`config.mk`:
```
export PLATFORM = sky130hd
export DESIGN_NAME = input_completeness_scanner
export DESIGN_NICKNAME = d
export VERILOG_FILES = /design/src/design/ics_pkg.sv /design/src/design/ics_front.sv /design/src/design/ics_queue.sv /design/src/design/ics_back.sv /design/src/design/input_completeness_scanner.sv
export VERILOG_INCLUDE_DIRS = /design/src /design/src/design
export SDC_FILE = /design/constraint.sdc
export NUM_CORES = 1
export LEC_CHECK = 0
export ABC_CLOCK_PERIOD_IN_PS = 4600
export BUFFER_PORTS_ARGS = -buffer_cell sky130_fd_sc_hd__buf_4
export CAP_MARGIN = 20
export CORE_MARGIN = 2
export CORE_UTILIZATION = 60
export DETAILED_ROUTE_END_ITERATION = 8
export PLACE_DENSITY = 0.84
export RECOVER_POWER = 50
export SLEW_MARGIN = 5
export SYNTH_ARGS = -nofsm -noshare
export SYNTH_HDL_FRONTEND = slang
export SYNTH_HIERARCHICAL = 1
export SYNTH_SLANG_ARGS = --single-unit
```
`constraint.sdc`:
```
create_clock -name clk -period 4.6 [get_ports clk]
set_input_delay 0.92 -clock clk [delete_from_list [all_inputs] [get_ports clk]]
set_output_delay 0.92 -clock clk [all_outputs]
set_load 0.02 [all_outputs]
```
`src/design/input_completeness_scanner_macros.svh`:
```
// Assertion macros for the input completeness scanner.
`ifndef INPUT_COMPLETENESS_SCANNER_MACROS_SVH
`define INPUT_COMPLETENESS_SCANNER_MACROS_SVH
`ifndef SYNTHESIS
`define ICS_ASSERT_SAME(label, ante, cons) \
  label: assert property (@(posedge clk) disable iff (rst) (ante) |-> (cons)) \
    else $error("scanner check failed");
`define ICS_ASSERT_NEXT(label, ante, cons) \
  label: assert property (@(posedge clk) disable iff (rst) (ante) |=> (cons)) \
    else $error("scanner check failed");
`else
`define ICS_ASSERT_SAME(label, ante, cons)
`define ICS_ASSERT_NEXT(label, ante, cons)
`endif
`endif

```
`src/design/ics_pkg.sv`:
```
// Shared types and constants for the input completeness scanner.
`timescale 1ns / 1ps
package ics_pkg;

  localparam int COUNT_BITS_DEFAULT  = 8;
  localparam int QUEUE_DEPTH_DEFAULT = 2;

  localparam logic [7:0] CH_NEWLINE   = 8'h0A;
  localparam logic [7:0] CH_QUOTE     = 8'h22;
  localparam logic [7:0] CH_DASH      = 8'h2D;
  localparam logic [7:0] CH_SLASH     = 8'h2F;
  localparam logic [7:0] CH_STAR      = 8'h2A;
  localparam logic [7:0] CH_BACKSLASH = 8'h5C;
  localparam logic [7:0] CH_LBRACE    = 8'h7B;
  localparam logic [7:0] CH_RBRACE    = 8'h7D;
  localparam logic [7:0] CH_LPAREN    = 8'h28;
  localparam logic [7:0] CH_RPAREN    = 8'h29;
  localparam logic [7:0] CH_LBRACK    = 8'h5B;
  localparam logic [7:0] CH_RBRACK    = 8'h5D;

  typedef enum logic [3:0] {
    CLS_OTHER     = 4'd0,
    CLS_NEWLINE   = 4'd1,
    CLS_QUOTE     = 4'd2,
    CLS_DASH      = 4'd3,
    CLS_SLASH     = 4'd4,
    CLS_STAR      = 4'd5,
    CLS_BACKSLASH = 4'd6,
    CLS_LBRACE    = 4'd7,
    CLS_RBRACE    = 4'd8,
    CLS_LPAREN    = 4'd9,
    CLS_RPAREN    = 4'd10,
    CLS_LBRACK    = 4'd11,
    CLS_RBRACK    = 4'd12
  } char_class_t;

  typedef struct packed {
    logic [7:0] text_byte;
    logic       first_byte;
  } in_item_t;

  typedef struct packed {
    logic complete;
    logic nest_overflow;
  } out_item_t;

  typedef struct packed {
    char_class_t cls;
    logic        first_byte;
  } cls_item_t;

endpackage

```
`src/design/ics_front.sv`:
```
// Front stage: accepts bytes and registers their character class.
`timescale 1ns / 1ps
module ics_front (
  input  logic              clk,
  input  logic              rst,
  input  logic              up_valid,
  output logic              up_ready,
  input  ics_pkg::in_item_t up_item,
  output logic              dn_valid,
  input  logic              dn_ready,
  output ics_pkg::cls_item_t dn_item
);
  import ics_pkg::*;

  char_class_t cls;
  logic        valid;
  cls_item_t   item;

  always_comb begin
    case (up_item.text_byte)
      CH_NEWLINE:   cls = CLS_NEWLINE;
      CH_QUOTE:     cls = CLS_QUOTE;
      CH_DASH:      cls = CLS_DASH;
      CH_SLASH:     cls = CLS_SLASH;
      CH_STAR:      cls = CLS_STAR;
      CH_BACKSLASH: cls = CLS_BACKSLASH;
      CH_LBRACE:    cls = CLS_LBRACE;
      CH_RBRACE:    cls = CLS_RBRACE;
      CH_LPAREN:    cls = CLS_LPAREN;
      CH_RPAREN:    cls = CLS_RPAREN;
      CH_LBRACK:    cls = CLS_LBRACK;
      CH_RBRACK:    cls = CLS_RBRACK;
      default:      cls = CLS_OTHER;
    endcase
  end

  assign up_ready = !valid || dn_ready;
  assign dn_valid = valid;
  assign dn_item  = item;

  always_ff @(posedge clk) begin
    if (rst) begin
      valid <= 1'b0;
    end else if (up_ready) begin
      valid <= up_valid;
    end
  end

  always_ff @(posedge clk) begin
    if (up_valid && up_ready) begin
      item.cls        <= cls;
      item.first_byte <= up_item.first_byte;
    end
  end

endmodule

```
`src/design/ics_queue.sv`:
```
// Small queue of classified items between front and back.
`timescale 1ns / 1ps
module ics_queue #(
  parameter int DEPTH = ics_pkg::QUEUE_DEPTH_DEFAULT
) (
  input  logic               clk,
  input  logic               rst,
  input  logic               up_valid,
  output logic               up_ready,
  input  ics_pkg::cls_item_t up_item,
  output logic               dn_valid,
  input  logic               dn_ready,
  output ics_pkg::cls_item_t dn_item
);
  import ics_pkg::*;

  localparam int PTR_W = (DEPTH > 1) ? $clog2(DEPTH) : 1;
  localparam logic [PTR_W:0] FULL_COUNT = (PTR_W + 1)'(DEPTH);
  localparam logic [PTR_W-1:0] LAST_PTR = PTR_W'(DEPTH - 1);

  cls_item_t        entries [DEPTH];
  logic [PTR_W-1:0] wr_ptr;
  logic [PTR_W-1:0] rd_ptr;
  logic [PTR_W:0]   count;
  logic             push;
  logic             pop;

  assign up_ready = (count != FULL_COUNT);
  assign dn_valid = (count != '0);
  assign dn_item  = entries[rd_ptr];
  assign push     = up_valid && up_ready;
  assign pop      = dn_valid && dn_ready;

  always_ff @(posedge clk) begin
    if (rst) begin
      wr_ptr <= '0;
      rd_ptr <= '0;
      count  <= '0;
    end else begin
      if (push) begin
        wr_ptr <= (wr_ptr == LAST_PTR) ? '0 : wr_ptr + PTR_W'(1);
      end
      if (pop) begin
        rd_ptr <= (rd_ptr == LAST_PTR) ? '0 : rd_ptr + PTR_W'(1);
      end
      if (push && !pop) begin
        count <= count + (PTR_W + 1)'(1);
      end else if (pop && !push) begin
        count <= count - (PTR_W + 1)'(1);
      end
    end
  end

  always_ff @(posedge clk) begin
    if (push) begin
      entries[wr_ptr] <= up_item;
    end
  end

endmodule

```
`src/design/ics_back.sv`:
```
// Back stage: scan state machine, saturating counters and result register.
`timescale 1ns / 1ps
module ics_back #(
  parameter int COUNT_BITS = ics_pkg::COUNT_BITS_DEFAULT
) (
  input  logic               clk,
  input  logic               rst,
  input  logic               up_valid,
  output logic               up_ready,
  input  ics_pkg::cls_item_t up_item,
  output logic               dn_valid,
  input  logic               dn_ready,
  output ics_pkg::out_item_t dn_item
);
  import ics_pkg::*;

  typedef enum logic [10:0] {
    M_NORMAL      = 11'b000_0000_0001,
    M_PEND_DASH   = 11'b000_0000_0010,
    M_PEND_SLASH  = 11'b000_0000_0100,
    M_PEND_QUOTE  = 11'b000_0000_1000,
    M_LINE        = 11'b000_0001_0000,
    M_BLOCK       = 11'b000_0010_0000,
    M_BLOCK_SLASH = 11'b000_0100_0000,
    M_BLOCK_STAR  = 11'b000_1000_0000,
    M_TRIPLE      = 11'b001_0000_0000,
    M_STRING      = 11'b010_0000_0000,
    M_STRING_ESC  = 11'b100_0000_0000
  } mode_t;

  typedef logic [COUNT_BITS-1:0] cnt_t;

  localparam cnt_t CNT_MAX   = {1'b0, {(COUNT_BITS - 1){1'b1}}};
  localparam cnt_t CNT_MIN   = {1'b1, {(COUNT_BITS - 1){1'b0}}};
  localparam cnt_t DEPTH_MAX = {COUNT_BITS{1'b1}};
  localparam cnt_t CNT_ONE   = cnt_t'(1);

  mode_t       mode;
  logic [1:0]  quote_run;
  cnt_t        depth;
  cnt_t        brace;
  cnt_t        paren;
  cnt_t        bracket;
  logic        overflow;

  mode_t       mode_cur, mode_next;
  logic [1:0]  quote_run_cur, quote_run_next;
  cnt_t        depth_cur, depth_next;
  cnt_t        brace_cur, brace_next;
  cnt_t        paren_cur, paren_next;
  cnt_t        bracket_cur, bracket_next;
  logic        overflow_cur, overflow_next;

  char_class_t cls;
  logic        do_normal, do_string, do_block;
  logic        depth_inc, depth_dec;
  logic        brace_inc, brace_dec, paren_inc, paren_dec, bracket_inc, bracket_dec;
  logic        complete_next;
  logic        take;
  logic        out_valid;
  out_item_t   out_item;

  assign cls      = up_item.cls;
  assign up_ready = !out_valid || dn_ready;
  assign take     = up_valid && up_ready;
  assign dn_valid = out_valid;
  assign dn_item  = out_item;

  // a start mark scans from the reset state
  always_comb begin
    if (up_item.first_byte) begin
      mode_cur      = M_NORMAL;
      quote_run_cur = '0;
      depth_cur     = '0;
      brace_cur     = '0;
      paren_cur     = '0;
      bracket_cur   = '0;
      overflow_cur  = 1'b0;
    end else begin
      mode_cur      = mode;
      quote_run_cur = quote_run;
      depth_cur     = depth;
      brace_cur     = brace;
      paren_cur     = paren;
      bracket_cur   = bracket;
      overflow_cur  = overflow;
    end
  end

  always_comb begin
    mode_next      = mode_cur;
    quote_run_next = quote_run_cur;
    do_normal      = 1'b0;
    do_string      = 1'b0;
    do_block       = 1'b0;
    depth_inc      = 1'b0;
    depth_dec      = 1'b0;
    brace_inc      = 1'b0;
    brace_dec      = 1'b0;
    paren_inc      = 1'b0;
    paren_dec      = 1'b0;
    bracket_inc    = 1'b0;
    bracket_dec    = 1'b0;

    unique case (mode_cur)
      M_NORMAL: begin
        quote_run_next = '0;
        do_normal      = 1'b1;
      end
      M_PEND_DASH: begin
        if (cls == CLS_DASH) mode_next = M_LINE;
        else do_normal = 1'b1;
      end
      M_PEND_SLASH: begin
        if (cls == CLS_STAR) begin
          depth_inc = 1'b1;
          mode_next = M_BLOCK;
        end else begin
          do_normal = 1'b1;
        end
      end
      M_PEND_QUOTE: begin
        if (quote_run_cur == 2'd1) begin
          if (cls == CLS_QUOTE) begin
            quote_run_next = 2'd2;
          end else begin
            quote_run_next = '0;
            do_string      = 1'b1;
          end
        end else begin
          quote_run_next = '0;
          if (cls == CLS_QUOTE) mode_next = M_TRIPLE;
          else do_normal = 1'b1;
        end
      end
      M_LINE: begin
        if (cls == CLS_NEWLINE) mode_next = M_NORMAL;
      end
      M_BLOCK: begin
        do_block = 1'b1;
      end
      M_BLOCK_SLASH: begin
        if (cls == CLS_STAR) begin
          depth_inc = 1'b1;
          mode_next = M_BLOCK;
        end else begin
          do_block = 1'b1;
        end
      end
      M_BLOCK_STAR: begin
        if (cls == CLS_SLASH) begin
          depth_dec = 1'b1;
          mode_next = (depth_cur > CNT_ONE) ? M_BLOCK : M_NORMAL;
        end else begin
          do_block = 1'b1;
        end
      end
      M_TRIPLE: begin
        if (cls == CLS_QUOTE) begin
          if (quote_run_cur >= 2'd2) begin
            mode_next      = M_NORMAL;
            quote_run_next = '0;
          end else begin
            quote_run_next = quote_run_cur + 2'd1;
          end
        end else begin
          quote_run_next = '0;
        end
      end
      M_STRING: begin
        do_string = 1'b1;
      end
      M_STRING_ESC: begin
        mode_next = M_STRING;
      end
      default: begin
        quote_run_next = '0;
        do_normal      = 1'b1;
      end
    endcase

    if (do_normal) begin
      mode_next = M_NORMAL;
      case (cls)
        CLS_QUOTE: begin
          mode_next      = M_PEND_QUOTE;
          quote_run_next = 2'd1;
        end
        CLS_DASH:   mode_next   = M_PEND_DASH;
        CLS_SLASH:  mode_next   = M_PEND_SLASH;
        CLS_LBRACE: brace_inc   = 1'b1;
        CLS_RBRACE: brace_dec   = 1'b1;
        CLS_LPAREN: paren_inc   = 1'b1;
        CLS_RPAREN: paren_dec   = 1'b1;
        CLS_LBRACK: bracket_inc = 1'b1;
        CLS_RBRACK: bracket_dec = 1'b1;
        default: ;
      endcase
    end

    if (do_string) begin
      if (cls == CLS_BACKSLASH) mode_next = M_STRING_ESC;
      else if (cls == CLS_QUOTE || cls == CLS_NEWLINE) mode_next = M_NORMAL;
      else mode_next = M_STRING;
    end

    if (do_block) begin
      if (cls == CLS_SLASH) mode_next = M_BLOCK_SLASH;
      else if (cls == CLS_STAR) mode_next = M_BLOCK_STAR;
      else mode_next = M_BLOCK;
    end
  end

  // saturating counters; a blocked step only sets the sticky flag
  always_comb begin
    overflow_next = overflow_cur;
    depth_next    = depth_cur;
    brace_next    = brace_cur;
    paren_next    = paren_cur;
    bracket_next  = bracket_cur;

    if (depth_inc) begin
      if (depth_cur == DEPTH_MAX) overflow_next = 1'b1;
      else depth_next = depth_cur + CNT_ONE;
    end else if (depth_dec && depth_cur != '0) begin
      depth_next = depth_cur - CNT_ONE;
    end

    if (brace_inc) begin
      if (brace_cur == CNT_MAX) overflow_next = 1'b1;
      else brace_next = brace_cur + CNT_ONE;
    end else if (brace_dec) begin
      if (brace_cur == CNT_MIN) overflow_next = 1'b1;
      else brace_next = brace_cur - CNT_ONE;
    end

    if (paren_inc) begin
      if (paren_cur == CNT_MAX) overflow_next = 1'b1;
      else paren_next = paren_cur + CNT_ONE;
    end else if (paren_dec) begin
      if (paren_cur == CNT_MIN) overflow_next = 1'b1;
      else paren_next = paren_cur - CNT_ONE;
    end

    if (bracket_inc) begin
      if (bracket_cur == CNT_MAX) overflow_next = 1'b1;
      else bracket_next = bracket_cur + CNT_ONE;
    end else if (bracket_dec) begin
      if (bracket_cur == CNT_MIN) overflow_next = 1'b1;
      else bracket_next = bracket_cur - CNT_ONE;
    end
  end

  // counts are non-positive when negative or zero
  assign complete_next =
      (brace_next[COUNT_BITS-1] || brace_next == '0) &&
      (paren_next[COUNT_BITS-1] || paren_next == '0) &&
      (bracket_next[COUNT_BITS-1] || bracket_next == '0) &&
      (depth_next == '0) && (mode_next != M_TRIPLE);

  always_ff @(posedge clk) begin
    if (rst) begin
      mode      <= M_NORMAL;
      quote_run <= '0;
      depth     <= '0;
      brace     <= '0;
      paren     <= '0;
      bracket   <= '0;
      overflow  <= 1'b0;
      out_valid <= 1'b0;
    end else begin
      if (take) begin
        mode      <= mode_next;
        quote_run <= quote_run_next;
        depth     <= depth_next;
        brace     <= brace_next;
        paren     <= paren_next;
        bracket   <= bracket_next;
        overflow  <= overflow_next;
      end
      if (up_ready) begin
        out_valid <= up_valid;
      end
    end
  end

  always_ff @(posedge clk) begin
    if (take) begin
      out_item.complete      <= complete_next;
      out_item.nest_overflow <= overflow_next;
    end
  end

endmodule

```
`src/design/input_completeness_scanner.sv`:
```
// Top level of the input completeness scanner.
`timescale 1ns / 1ps
// Input completeness scanner: checks bracket balance of streamed source text.
//
// Channels: item (text_byte, first_byte) in, result (complete, nest_overflow)
// out, both valid/ready. One result comes back for every item, in order.
// Set first_byte on the first byte of new text to clear all scan state.
//
// Path: the front register loads at the accepting edge; the queue entry
// and then the result register follow, and the result is valid once it
// is loaded into the result register.
// Throughput: one item per cycle while the receiver takes results; the scan
// state and counters in the back stage update once per byte, which sets the rate.
//
// When the receiver stalls, the result register holds, the back stage stops,
// the queue fills and then the front stage and item_ready drop; nothing is
// dropped and up to QUEUE_DEPTH + 2 items, four by default, sit in flight.
// Reset (rst, synchronous) empties the front stage, queue and result register
// and returns the scanner to normal mode with all counters at zero.
// Counters saturate at the COUNT_BITS limits and set the sticky nest_overflow.
`include "input_completeness_scanner_macros.svh"
module input_completeness_scanner #(
  parameter int COUNT_BITS  = ics_pkg::COUNT_BITS_DEFAULT,
  parameter int QUEUE_DEPTH = ics_pkg::QUEUE_DEPTH_DEFAULT
) (
  input  logic               clk,
  input  logic               rst,
  input  logic               item_valid,
  output logic               item_ready,
  input  ics_pkg::in_item_t  item,
  output logic               result_valid,
  input  logic               result_ready,
  output ics_pkg::out_item_t result
);
  import ics_pkg::*;

  // front -> queue
  logic      front_valid;
  logic      front_ready;
  cls_item_t front_item;

  // queue -> back
  logic      q_valid;
  logic      q_ready;
  cls_item_t q_item;

  ics_front u_front (
    .clk      (clk),
    .rst      (rst),
    .up_valid (item_valid),
    .up_ready (item_ready),
    .up_item  (item),
    .dn_valid (front_valid),
    .dn_ready (front_ready),
    .dn_item  (front_item)
  );

  ics_queue #(
    .DEPTH (QUEUE_DEPTH)
  ) u_queue (
    .clk      (clk),
    .rst      (rst),
    .up_valid (front_valid),
    .up_ready (front_ready),
    .up_item  (front_item),
    .dn_valid (q_valid),
    .dn_ready (q_ready),
    .dn_item  (q_item)
  );

  ics_back #(
    .COUNT_BITS (COUNT_BITS)
  ) u_back (
    .clk      (clk),
    .rst      (rst),
    .up_valid (q_valid),
    .up_ready (q_ready),
    .up_item  (q_item),
    .dn_valid (result_valid),
    .dn_ready (result_ready),
    .dn_item  (result)
  );

  // a full queue with a waiting front item must hold off new input
  `ICS_ASSERT_SAME(a_front_stall, front_valid && !front_ready, !item_ready)
  // a new result only follows an item taken from the queue
  `ICS_ASSERT_SAME(a_result_source, $rose(result_valid), $past(q_valid))
  // a start mark clears the sticky flag; one byte cannot saturate a counter
  `ICS_ASSERT_NEXT(a_start_clears, q_valid && q_ready && q_item.first_byte,
                   result_valid && !result.nest_overflow)

endmodule
```
Yosys cells after proc, flatten, opt, wreduce, memory -nomap -nowiden
Memory sizes are Yosys's and may differ from the RTL's. A register that Yosys moved wholly into a read port is not among the register bits. Cells that the tools add are included.

Multipliers: 0. Reductions and logical operators: 30. Mux-type cells: 95. Bitwise operators: 0. Order comparisons: 2. Add/subtract/negate cells: 13. Shift operators: 0. Div/mod/pow operators: 0. Equal/unequal tests: 44.

Operators by type and width (count): 8-bit two-way mux (20); 11-bit two-way mux (14); 11-bit case mux with 7 select lines (1); 8-bit by 7-bit equality test with 1-bit output (second input constant) (8); 8-bit by 6-bit equality test with 1-bit output (second input constant) (6); 4-bit case mux with 12 select lines (1); 1-bit two-way mux (43); 8-bit by 1-bit adder with 8-bit output (second input constant) (4); 8-bit equality test (second input constant) (4); 8-bit zero test (4); 8-bit by 1-bit subtractor with 8-bit output (second input constant) (4); 4-bit equality test (second input constant) (5); 2-bit two-way mux (9); 4-bit by 3-bit equality test with 1-bit output (second input constant) (4); 4-bit case mux with 3 select lines (1); 11-bit by 10-bit equality test with 1-bit output (second input constant) (1); 11-bit equality test (second input constant) (1); 11-bit by 2-bit equality test with 1-bit output (second input constant) (1); 11-bit by 3-bit equality test with 1-bit output (second input constant) (1); 11-bit by 4-bit equality test with 1-bit output (second input constant) (1); 11-bit by 5-bit equality test with 1-bit output (second input constant) (1); 11-bit by 6-bit equality test with 1-bit output (second input constant) (1); 11-bit by 7-bit equality test with 1-bit output (second input constant) (1); 11-bit by 8-bit equality test with 1-bit output (second input constant) (1); 26 further kinds (47).

Input bits: 13. Bits in writable memories: 10. Bits in read-only memories: 0. Logic and storage cells: 201. Latch bits: 0. Register bits: 59. Memories kept: 1. Output and inout bits: 4.

Memories: u_queue.entries (depth 2, width 5, rd ports 1, clocked after memory_dff 1, wr ports 1, line ics_queue.sv:21) `cls_item_t entries [DEPTH];`.

Logic depth before layout (Yosys ltp)
Gate-level depths: netlist of run 1.

Word-level depth: 14. Depth in mapped cells: 17. Mapped depth without buffers: 14.

By module
The synthesis of run 1 kept the hierarchy.

Modules (own cells, without submodules): ics_back (instances 1, area an instance 4874.7 um^2, cells each 690); ics_queue (instances 1, area an instance 579.3 um^2, cells each 39); ics_front (instances 1, area an instance 436.7 um^2, cells each 46).

Worst setup path before layout of run 1
No wires, ideal clock.

Path type: flip-flop to flip-flop. From: reg (tool-made name). To: reg u_back.out_item (netlist bit u_back/dn_item[1]) (data pin). Required time: 4.466 ns. Arrival time: 3.635 ns. Period minus slack after synthesis: 3.768 ns. Slack: 0.832 ns. Cell stages (with the launch flop): 18. Path buffers: 4. Cell sequence: dfxtp_1 -> mux2_2 -> buf_2 -> inv_2 -> buf_2 -> buf_1 -> nand2_1 -> inv_1 -> ha_1 -> nand2_1 -> o41ai_1 -> clkbuf_1 -> o32ai_1 -> nand2_1 -> xnor2_1 -> nand3_1 -> o41ai_1 -> and4_1.

RTL lines: end: declaration (line ics_back.sv:61) `out_item_t out_item;`.

==> impl_metrics.toml, run 1 <==
[synthesis]
yosysTopAreaCell = "dfxtp_1"
ys_seq_elements = 70
ys_async_sr_fraction_pct = 0
yosys.area_share.simple_pct = 31.8
synth_top_family_by_area = "simple AND/OR/NAND/NOR gates"
synth_compound_area_share_pct = 27.3
syn_nets = 802
synthFlopType = "dfxtp_1"
synth-seq-area-share_pct = 26.7
syn-cell-area_um2 = 5890
ys_types = 99
synth_mux_area_share_pct = 1.74
synth_cells = 775
synth_fa_ha_area_share_pct = 2.97
syn_area_per_cell_um2 = 7.60
synth-xor-area-share_pct = 2.97
synth_top_area_share_pct = 18.0
synth_area_leaders = "dfxtp_1 18%, edfxtp_1 8.7%, nor2_1 6.4%"
synth_edf_count = 17
yosysWarnings = 6

[timing]
whs_ns = 0.453
rsz0062_at_grt = "no"
slew_viol_final = 54
setup_viol = 0
tightest_slew_ns = 2.48
max_freq_ghz = 0.245
setup_tns_ns = 0
skew_ns = 0.0177
slew_headroom_pct = -65.1
period_needed_ns = 4.08
finalCritPeriodShare_pct = 88.6
hold_violations = 0

[placed_design]
hpwl_um = 11000
gp_congestion = 0.969
io_buffers = 16

[setup_path]
cp_num_cells = 12
crit_buf_inv = 2
critPathLaunchType = "register"
required_ns = 4.83
reg2reg_depth = 12
cp_top_family = "simple AND/OR/NAND/NOR gates"
cp_slowest_cell = "mux2_2"
max_stage_delay_ns = 0.50
path_class = "register to register"
end_kind = "register"
cp_max_fo = 19
worstPathCellList = "mux2_2 -> buf_4 -> nor4_1 -> nand4_1 -> nand4_1 -> a2bb2oi_4 -> buf_4 -> nor4_1 -> a221oi_1 -> nand2_1 -> o31ai_1 -> and4_1"
critPathArrivalTime_ns = 4.31

[flow_run]
cap_violations = 1

[power]
seqPwrFrac_pct = 30.7
power_w = 0.00305
p_comb_share_pct = 51.1
ir_drop_v = 0.000464
switching_share_pct = 46.5
p_sw_w = 0.00142
pwr_density_cell_nw_per_um2 = 493
p_leak_nw = 2.22
pwr-share-clk_pct = 18.3
intPower_w = 0.00163

[detailed_routing]
final_antenna_net_count = 0
dr.first_iter.drc_count = 515
drc_errors = 0
routedWlPerCell_um = 17.9
vias = 5983
vias_per_cell = 6.68
drt_first_pass_iters = 5
wirelength_um = 16000

[cts]
ctsResizeCount = 0
cts_buffers = 9
hold_buffers = 0
cts_sinks = 70
clk_latency_ns = 0.37
cts_max_level = 3
cts_setup_buffers = 0
clockBufferDepth = 2
clkSlewWorstSetupHoldPaths_ns = 0.08
root_buffer = "clkbuf_8"
cts_tree = "built"

[finish]
multi_input_area_um2 = 3930
nets = 785
drive_gt1_share_pct = 10.4
ff_latch_area_um2 = 1570
final_common_cell = "nor2_1"
fill_cells = 847
syn2layout_area_growth_pct = 4.86
diodes = 0
mostFrequentLayoutCells = "101 x nor2_1, 83 x nand2_1, 53 x dfxtp_1, 46 x o21ai_0, 44 x a21oi_1"

[min_path]
hp-class = "register to register"
hold-path-cell-count = 0

[die]
die_y_um = 103
core_um2 = 9640
ios = 17
std_cell_rows = 36
die_w_um = 103
start_util_pct = 61.1
dieArea_um2 = 10600

[global_route]
grt_pass1_wl_um = 25700
grt_remaining_overflow = 0
grt_max_degree = 54
track_usage_pct = 30.3
antenna_found_initial = 0
grt_pass1_vias = 5265

[run_status]
violations = "max-capacitance violations, max-slew violations"
status = "finished with violations"
kinds of logic (layout without fill, tap and decap cells):
kind of cell    Yosys count  after routing
xor+xnor                 20             20
mux                       9              9
compound gates          221            221
simple gates            357            357
fa+ha+maj                14             14
flops                    70             70
buf+inv                  84             72
final timing paths:
check | start | end | slack (ns)
worst min-delay path | u_front/dn_item[3] | u_queue/entries[0][3] | 0.45
worst min register to register | u_front/dn_item[3] | u_queue/entries[0][3] | 0.45
worst max-delay path | register | u_back/dn_item[1] | 0.52
worst max register to register | register | u_back/dn_item[1] | 0.52
state kept, by name, indices dropped and copies added (netlist names), 5 cells and up, named ones only:
signal and flops:
u_back/mode 11, u_queue/entries 10, u_back/brace 8, u_back/bracket 8, u_front/dn_item 5, u_back/paren 8, u_back/depth 8
synth_stat cells, types with 7 or more instances:
cell,n
ha_1,14
a22oi_1,13
o211ai_1,7
o22ai_1,7
a211oi_1,11
a31oi_1,11
nand2b_1,12
nand2_1,83
xor2_1,11
nor2_1,101
and3_1,10
nor2b_1,15
inv_1,24
nand4_1,16
a21oi_1,44
o21ai_0,45
buf_2,17
dfxtp_1,53
edfxtp_1,17
nor4_1,11
clkbuf_1,30
a32oi_1,7
nor3_1,28
xnor2_1,9
nand3_1,25
power groups by stage:
stage               clock network, W  logic, W  registers (W)
global placement                   0   0.00148       0.000933
global route                0.000588   0.00171       0.000953
CTS                         0.000563   0.00154       0.000928
floorplan                          0   0.00123       0.000870
finish                      0.000557   0.00156       0.000934
detailed placement                 0   0.00153       0.000941
layer usage:
metal  track usage [%]  vias up  wire (um)
li1                  -     2843          -
met1              40.9     2800       6980
met2              47.4      296       7300
met3              5.63       44       1360
met4              13.1        0        363
met5                 0        -          0
area by class of cell:
type	instances	share of cell area (%)
flip-flops and latches	70	25.4
well taps	133	2.69
clock inverters	6	1.40
multi-input cells	621	63.5
clock buffers	10	2.07
repair buffers	30	3.28
inverters	26	1.58
metrics by stage:
step / cell area [um^2] / util, % / setup WS, ns / cells
after floorplan: 5890 / - / 0.832 / 775
after global placement: 6000 / 62.2 / 0.827 / 880
after detailed placement: 6000 / 62.2 / 0.731 / 880
after CTS: 6210 / 64.4 / 0.679 / 896
after global routing: 6180 / 64.1 / 0.250 / 896
final: 6180 / 64.1 / 0.523 / 896
Power figures use the tool's default switching activity.
==> run 2: changes to the inputs <==
--- a/config.mk
+++ b/config.mk
@@ -17,5 +17,4 @@
 export SLEW_MARGIN = 5
 export SYNTH_ARGS = -nofsm -noshare
 export SYNTH_HDL_FRONTEND = slang
-export SYNTH_HIERARCHICAL = 1
 export SYNTH_SLANG_ARGS = --single-unit
==> run 2 against run 1 <==
The flow still finishes with violations (max-capacitance violations, max-slew violations); final area is 0.49% lower; register-to-register slack worse by 0.15 ns; synthesized area is 2.5% lower; via count is 3.6% higher; flip-flop and latch count stayed put; combinational power is 14% lower; largest cell class unchanged; non-clock buffer count is 3 higher.
==> impl_metrics.toml, run 2 <==
[synthesis]
synth_top_cells_by_count = "101 x nor2_1, 100 x nand2_1, 78 x a21oi_1"
ys_seq_elements = 70
ys_types = 81
syn_nets = 825
synth_area_leaders = "dfxtp_1 18%, edfxtp_1 8.9%, a21oi_1 6.8%"
yosysWarnings = 0
syn_area_per_cell_um2 = 7.20
ys_async_sr_fraction_pct = 0
yosysTopAreaCell = "dfxtp_1"
synth_edf_count = 17
synth_cells = 798
synthFlopType = "dfxtp_1"
synth-seq-area-share_pct = 27.4
syn-cell-area_um2 = 5740
synth_most_common_cell = "nor2_1"
synth_top_area_share_pct = 18.5

[power]
pwr-share-clk_pct = 20.2
switching_share_pct = 47.2
seqPwrFrac_pct = 31.6
pwr_density_cell_nw_per_um2 = 452
intPower_w = 0.00147
p_comb_share_pct = 48.2
power_w = 0.00278
p_sw_w = 0.00131
p_leak_nw = 2.28
ir_drop_v = 0.000563

[global_route]
grt_pass1_wl_um = 27000
antenna_found_initial = 0
track_usage_pct = 32.6
grt_pass1_vias = 5623
grt_max_degree = 54
grt_remaining_overflow = 0

[timing]
hold_violations = 0
slew_viol_final = 54
slew_headroom_pct = -60.1
tightest_slew_ns = 2.40
finalCritPeriodShare_pct = 91.9
skew_ns = 0.0144
rsz0062_at_grt = "no"
setup_viol = 0
whs_ns = 0.459
period_needed_ns = 4.23
max_freq_ghz = 0.237
setup_slack_ns = 0.372
setup_tns_ns = 0

[finish]
multi_input_area_um2 = 3890
final_common_cell = "nor2_1"
ff_latch_area_um2 = 1570
drive_gt1_share_pct = 8.38
reg.largest.list = "u_back.mode x11, u_queue.entries x10"
largest_register = "u_back.mode"
fill_cells = 823
largest_reg_flops = 11
syn2layout_area_growth_pct = 7.06
mostFrequentLayoutCells = "101 x nor2_1, 100 x nand2_1, 78 x a21oi_1, 53 x dfxtp_1, 46 x o21ai_0"
nets = 822
diodes = 0

[detailed_routing]
wirelength_um = 16600
vias = 6199
routedWlPerCell_um = 17.9
dr.first_iter.drc_count = 549
final_antenna_net_count = 0
drt_first_pass_iters = 5
drc_errors = 0
vias_per_cell = 6.67

[cts]
clockBufferDepth = 2
cts_tree = "built"
ctsResizeCount = 0
clkSlewWorstSetupHoldPaths_ns = 0.10
root_buffer = "clkbuf_8"
cts_sinks = 70
cts_setup_buffers = 0
clk_latency_ns = 0.37
cts_max_level = 3
hold_buffers = 0
cts_buffers = 9

[setup_path]
critPathLaunchType = "register"
required_ns = 4.83
critPathArrivalTime_ns = 4.45
end_kind = "register"
cp_max_fo = 34
path_class = "register to register"

[die]
dieArea_um2 = 10400
core_um2 = 9280
start_util_pct = 61.8
std_cell_rows = 35
die_y_um = 102
ios = 17
die_w_um = 102

[placed_design]
gp_congestion = 0.982
io_buffers = 16
hpwl_um = 11900
place_ws_ns = 0.499

[flow_run]
cap_violations = 1

[min_path]
hp-class = "register to register"
hold_start = "u_front.dn_item[1]"

[run_status]
status = "finished with violations"
violations = "max-capacitance violations, max-slew violations"
run 2: through the flow:
step	utilization, %	instances	cell area [um^2]
5_1_grt	66.2	929	6150
3_3_place_gp	64.3	913	5970
2_1_floorplan	-	798	5740
6_report	66.2	929	6150
3_5_place_dp	64.3	913	5970
4_1_cts	66.6	929	6180
run 2: worst paths after layout:
kind,to,slack [ns],depth (start not counted)
setup / recovery,u_back.dn_item[1],0.37,14
hold / removal,u_queue.entries[1][1],0.46,0
setup reg to reg,u_back.dn_item[1],0.37,14
hold reg to reg,u_queue.entries[1][1],0.46,0
run 2: cell type report:
| type | instances | area share (%) |
|---|---|---|
| Clock buffer | 9 | 2.02 |
| Clock inverter | 7 | 1.42 |
| Inverter | 22 | 1.34 |
| Multi-Input combinational cell | 659 | 63.2 |
| Sequential cell | 70 | 25.6 |
| Tap cell | 129 | 2.63 |
| Timing Repair Buffer | 33 | 3.81 |
run 2: cells by family (layout without fill, tap and decap cells):
| group | count (synthesis) | in the layout | share of synthesized area, % |
|---|---|---|---|
| buf+inv | 69 | 71 | 5.10 |
| compound gates | 231 | 231 | 25.8 |
| xor+xnor | 13 | 13 | 1.98 |
| flops | 70 | 70 | 27.4 |
| mux | 9 | 9 | 1.79 |
| simple gates | 392 | 392 | 34.9 |
| fa+ha+maj | 14 | 14 | 3.05 |
run 2: routing by layer:
layer / track usage (%) / routed length (um) / up-vias
li1: - / - / 2952
met1: 43.4 / 6990 / 2886
met2: 53.5 / 7800 / 303
met3: 5.61 / 1340 / 58
met4: 11.4 / 464 / 0
met5: 0 / 0 / -
run 2: power by group through the flow:
stage | logic (W) | clock network, W | registers (W)
finish | 0.00134 | 0.000561 | 0.000879
global route | 0.00146 | 0.000591 | 0.000892
CTS | 0.00133 | 0.000568 | 0.000877
detailed placement | 0.00132 | 0 | 0.000891
global placement | 0.00130 | 0 | 0.000884
floorplan | 0.000993 | 0 | 0.000843
run 2: critical path: stages, from the launching register on:
cell      delay, ns
dfxtp_1        0.72
mux2i_4        0.44
buf_12         0.24
nand2_1        0.16
inv_1          0.14
ha_1           0.21
nand4_1        0.19
nor3_1         0.30
nor2_1         0.12
and4_1         0.27
nor3b_1        0.22
a21oi_1        0.08
o22a_1         0.22
nor4_1         0.50
o2111a_1       0.27
==> run 3: changes to the inputs <==
==> constraint.sdc (replaced) <==
create_clock -name clk -period 4.6 [get_ports clk]
set_input_delay 0.23 -clock clk [delete_from_list [all_inputs] [get_ports clk]]
set_output_delay 0.23 -clock clk [all_outputs]
set_load 0.02 [all_outputs]
==> run 3 against run 2 <==
The run still ends with max-capacitance violations, max-slew violations left; sequential power about the same; worst hold slack lost 0.40 ns; final cell count grew 0.32%; critical endpoint unchanged.
==> impl_metrics.toml, run 3 (same netlist as run 2, synthesis figures left out) <==
[run_status]
status = "finished with violations"
violations = "max-capacitance violations, max-slew violations"

[setup_path]
end_kind = "register"
cp_common_cell = "buf_4"
cp_slowest_cell = "dfxtp_1"
max_stage_delay_ns = 0.72
critPathLaunchType = "register"
crit_buf_inv = 3
worstPathCellList = "mux2i_4 -> buf_4 -> nand2_1 -> inv_1 -> ha_1 -> nand4b_1 -> o21ai_1 -> buf_4 -> nor3_1 -> a21oi_1 -> xor2_1 -> o31a_1 -> a2111oi_0 -> a41o_1 -> o2111a_1"
cp_top_family = "compound AO/OA/AOI/OAI gates"
required_ns = 4.84
cp_max_fo = 19
critPathArrivalTime_ns = 4.31
path_class = "register to register"

[timing]
rsz0062_at_grt = "no"
tightest_slew_ns = 2.38
setup_tns_ns = 0
period_needed_ns = 4.07
max_freq_ghz = 0.245
hold_violations = 0
setup_viol = 0
slew_viol_final = 89
skew_ns = 0.0162
finalCritPeriodShare_pct = 88.6
slew_headroom_pct = -58.5

[cts]
cts_buffers = 9
hold_buffers = 0
cts_sinks = 70
cts_tree = "built"
cts_max_level = 3
clockBufferDepth = 2
root_buffer = "clkbuf_8"
clkSlewWorstSetupHoldPaths_ns = 0.09
cts_setup_buffers = 0
ctsResizeCount = 0
clk_latency_ns = 0.37

[detailed_routing]
dr.first_iter.drc_count = 775
routedWlPerCell_um = 18.1
wirelength_um = 16900
vias_per_cell = 6.70
drc_errors = 0
vias = 6249
drt_first_pass_iters = 6
final_antenna_net_count = 0

[min_path]
hp-class = "input port to register"

[finish]
largest_register = "u_back.mode"
nets = 825
reg.largest.list = "u_back.mode x11, u_queue.entries x10"
final_core_util_pct = 66.1
drive_gt1_share_pct = 8.72
syn2layout_area_growth_pct = 6.93
final_area_um2 = 6140
final_common_cell = "nor2_1"
mostFrequentLayoutCells = "101 x nor2_1, 100 x nand2_1, 78 x a21oi_1, 53 x dfxtp_1, 46 x o21ai_0"
largest_reg_flops = 11
diodes = 0
instances_no_fill = 932

[power]
ir_drop_v = 0.000513
seqPwrFrac_pct = 32.0
p_comb_share_pct = 49.3
pwr-share-clk_pct = 18.7
p_leak_nw = 2.27
p_sw_w = 0.00132
pwr_density_cell_nw_per_um2 = 446
intPower_w = 0.00142
switching_share_pct = 48.0
power_w = 0.00274

[die]
start_util_pct = 61.8
die_y_um = 102
die_w_um = 102
ios = 17
std_cell_rows = 35
core_um2 = 9280
dieArea_um2 = 10400

[placed_design]
io_buffers = 16
gp_congestion = 1.01
hpwl_um = 12000
placed_area_um2 = 5950
placed_cells = 912

[global_route]
grt_pass1_vias = 5682
grt_max_degree = 54
track_usage_pct = 33.0
grt_pass1_wl_um = 27500
grt_remaining_overflow = 0
antenna_found_initial = 0

[flow_run]
cap_violations = 2
[run 3: cell types whose count changed in the layout (fill, tap and decap cells not counted), sizes merged]
cell,delta
clkinvlp,+1
inv,+1
clkinv,-1
buf,+3
bufinv,-1
[run 3: worst paths after layout]
path                           end  depth (start not counted)          startpoint  slack [ns]
max reg2reg      u_back.dn_item[1]                         15            register        0.53
max              u_back.dn_item[1]                         15            register        0.53
min reg2reg  u_queue.entries[0][2]                          0  u_front.dn_item[2]        0.45
min             u_front.dn_item[0]                          1             item[0]        0.06
[run 3: layer usage]
metal / vias to the layer above / track usage (%) / share of wire (%) / wire length [um]
li1: 2964 / - / - / -
met1: 2887 / 43.6 / 42 / 7150
met2: 337 / 54.1 / 46 / 7840
met3: 61 / 4.99 / 8.0 / 1350
met4: 0 / 13.8 / 3.3 / 563
met5: - / 0 / 0 / 0
[run 3: stage by stage]
stage,hold WS [ns],setup WS [ns]
2_1_floorplan,0.329,0.599
3_3_place_gp,0.410,0.501
3_5_place_dp,0.414,0.329
4_1_cts,0.0313,0.308
5_1_grt,0.0614,0.218
6_report,0.0609,0.527
[run 3: final cells by class]
cell class | count | area [um^2]
multi-input combinational | 659 | 3890
fill | 849 | 3140
sequential | 70 | 1570
timing repair buffer | 36 | 244
tap | 129 | 161
clock buffer | 9 | 124
inverter | 22 | 82.6
clock inverter | 7 | 70.1
[run 3: power by group through the flow]
stage          sequential (W)  clock [W]  combinational [W]
3_5_place_dp         0.000891          0            0.00131
3_3_place_gp         0.000883          0            0.00129
5_1_grt              0.000892   0.000538            0.00148
6_report             0.000877   0.000513            0.00135
4_1_cts              0.000877   0.000517            0.00132
2_1_floorplan        0.000843          0           0.000993
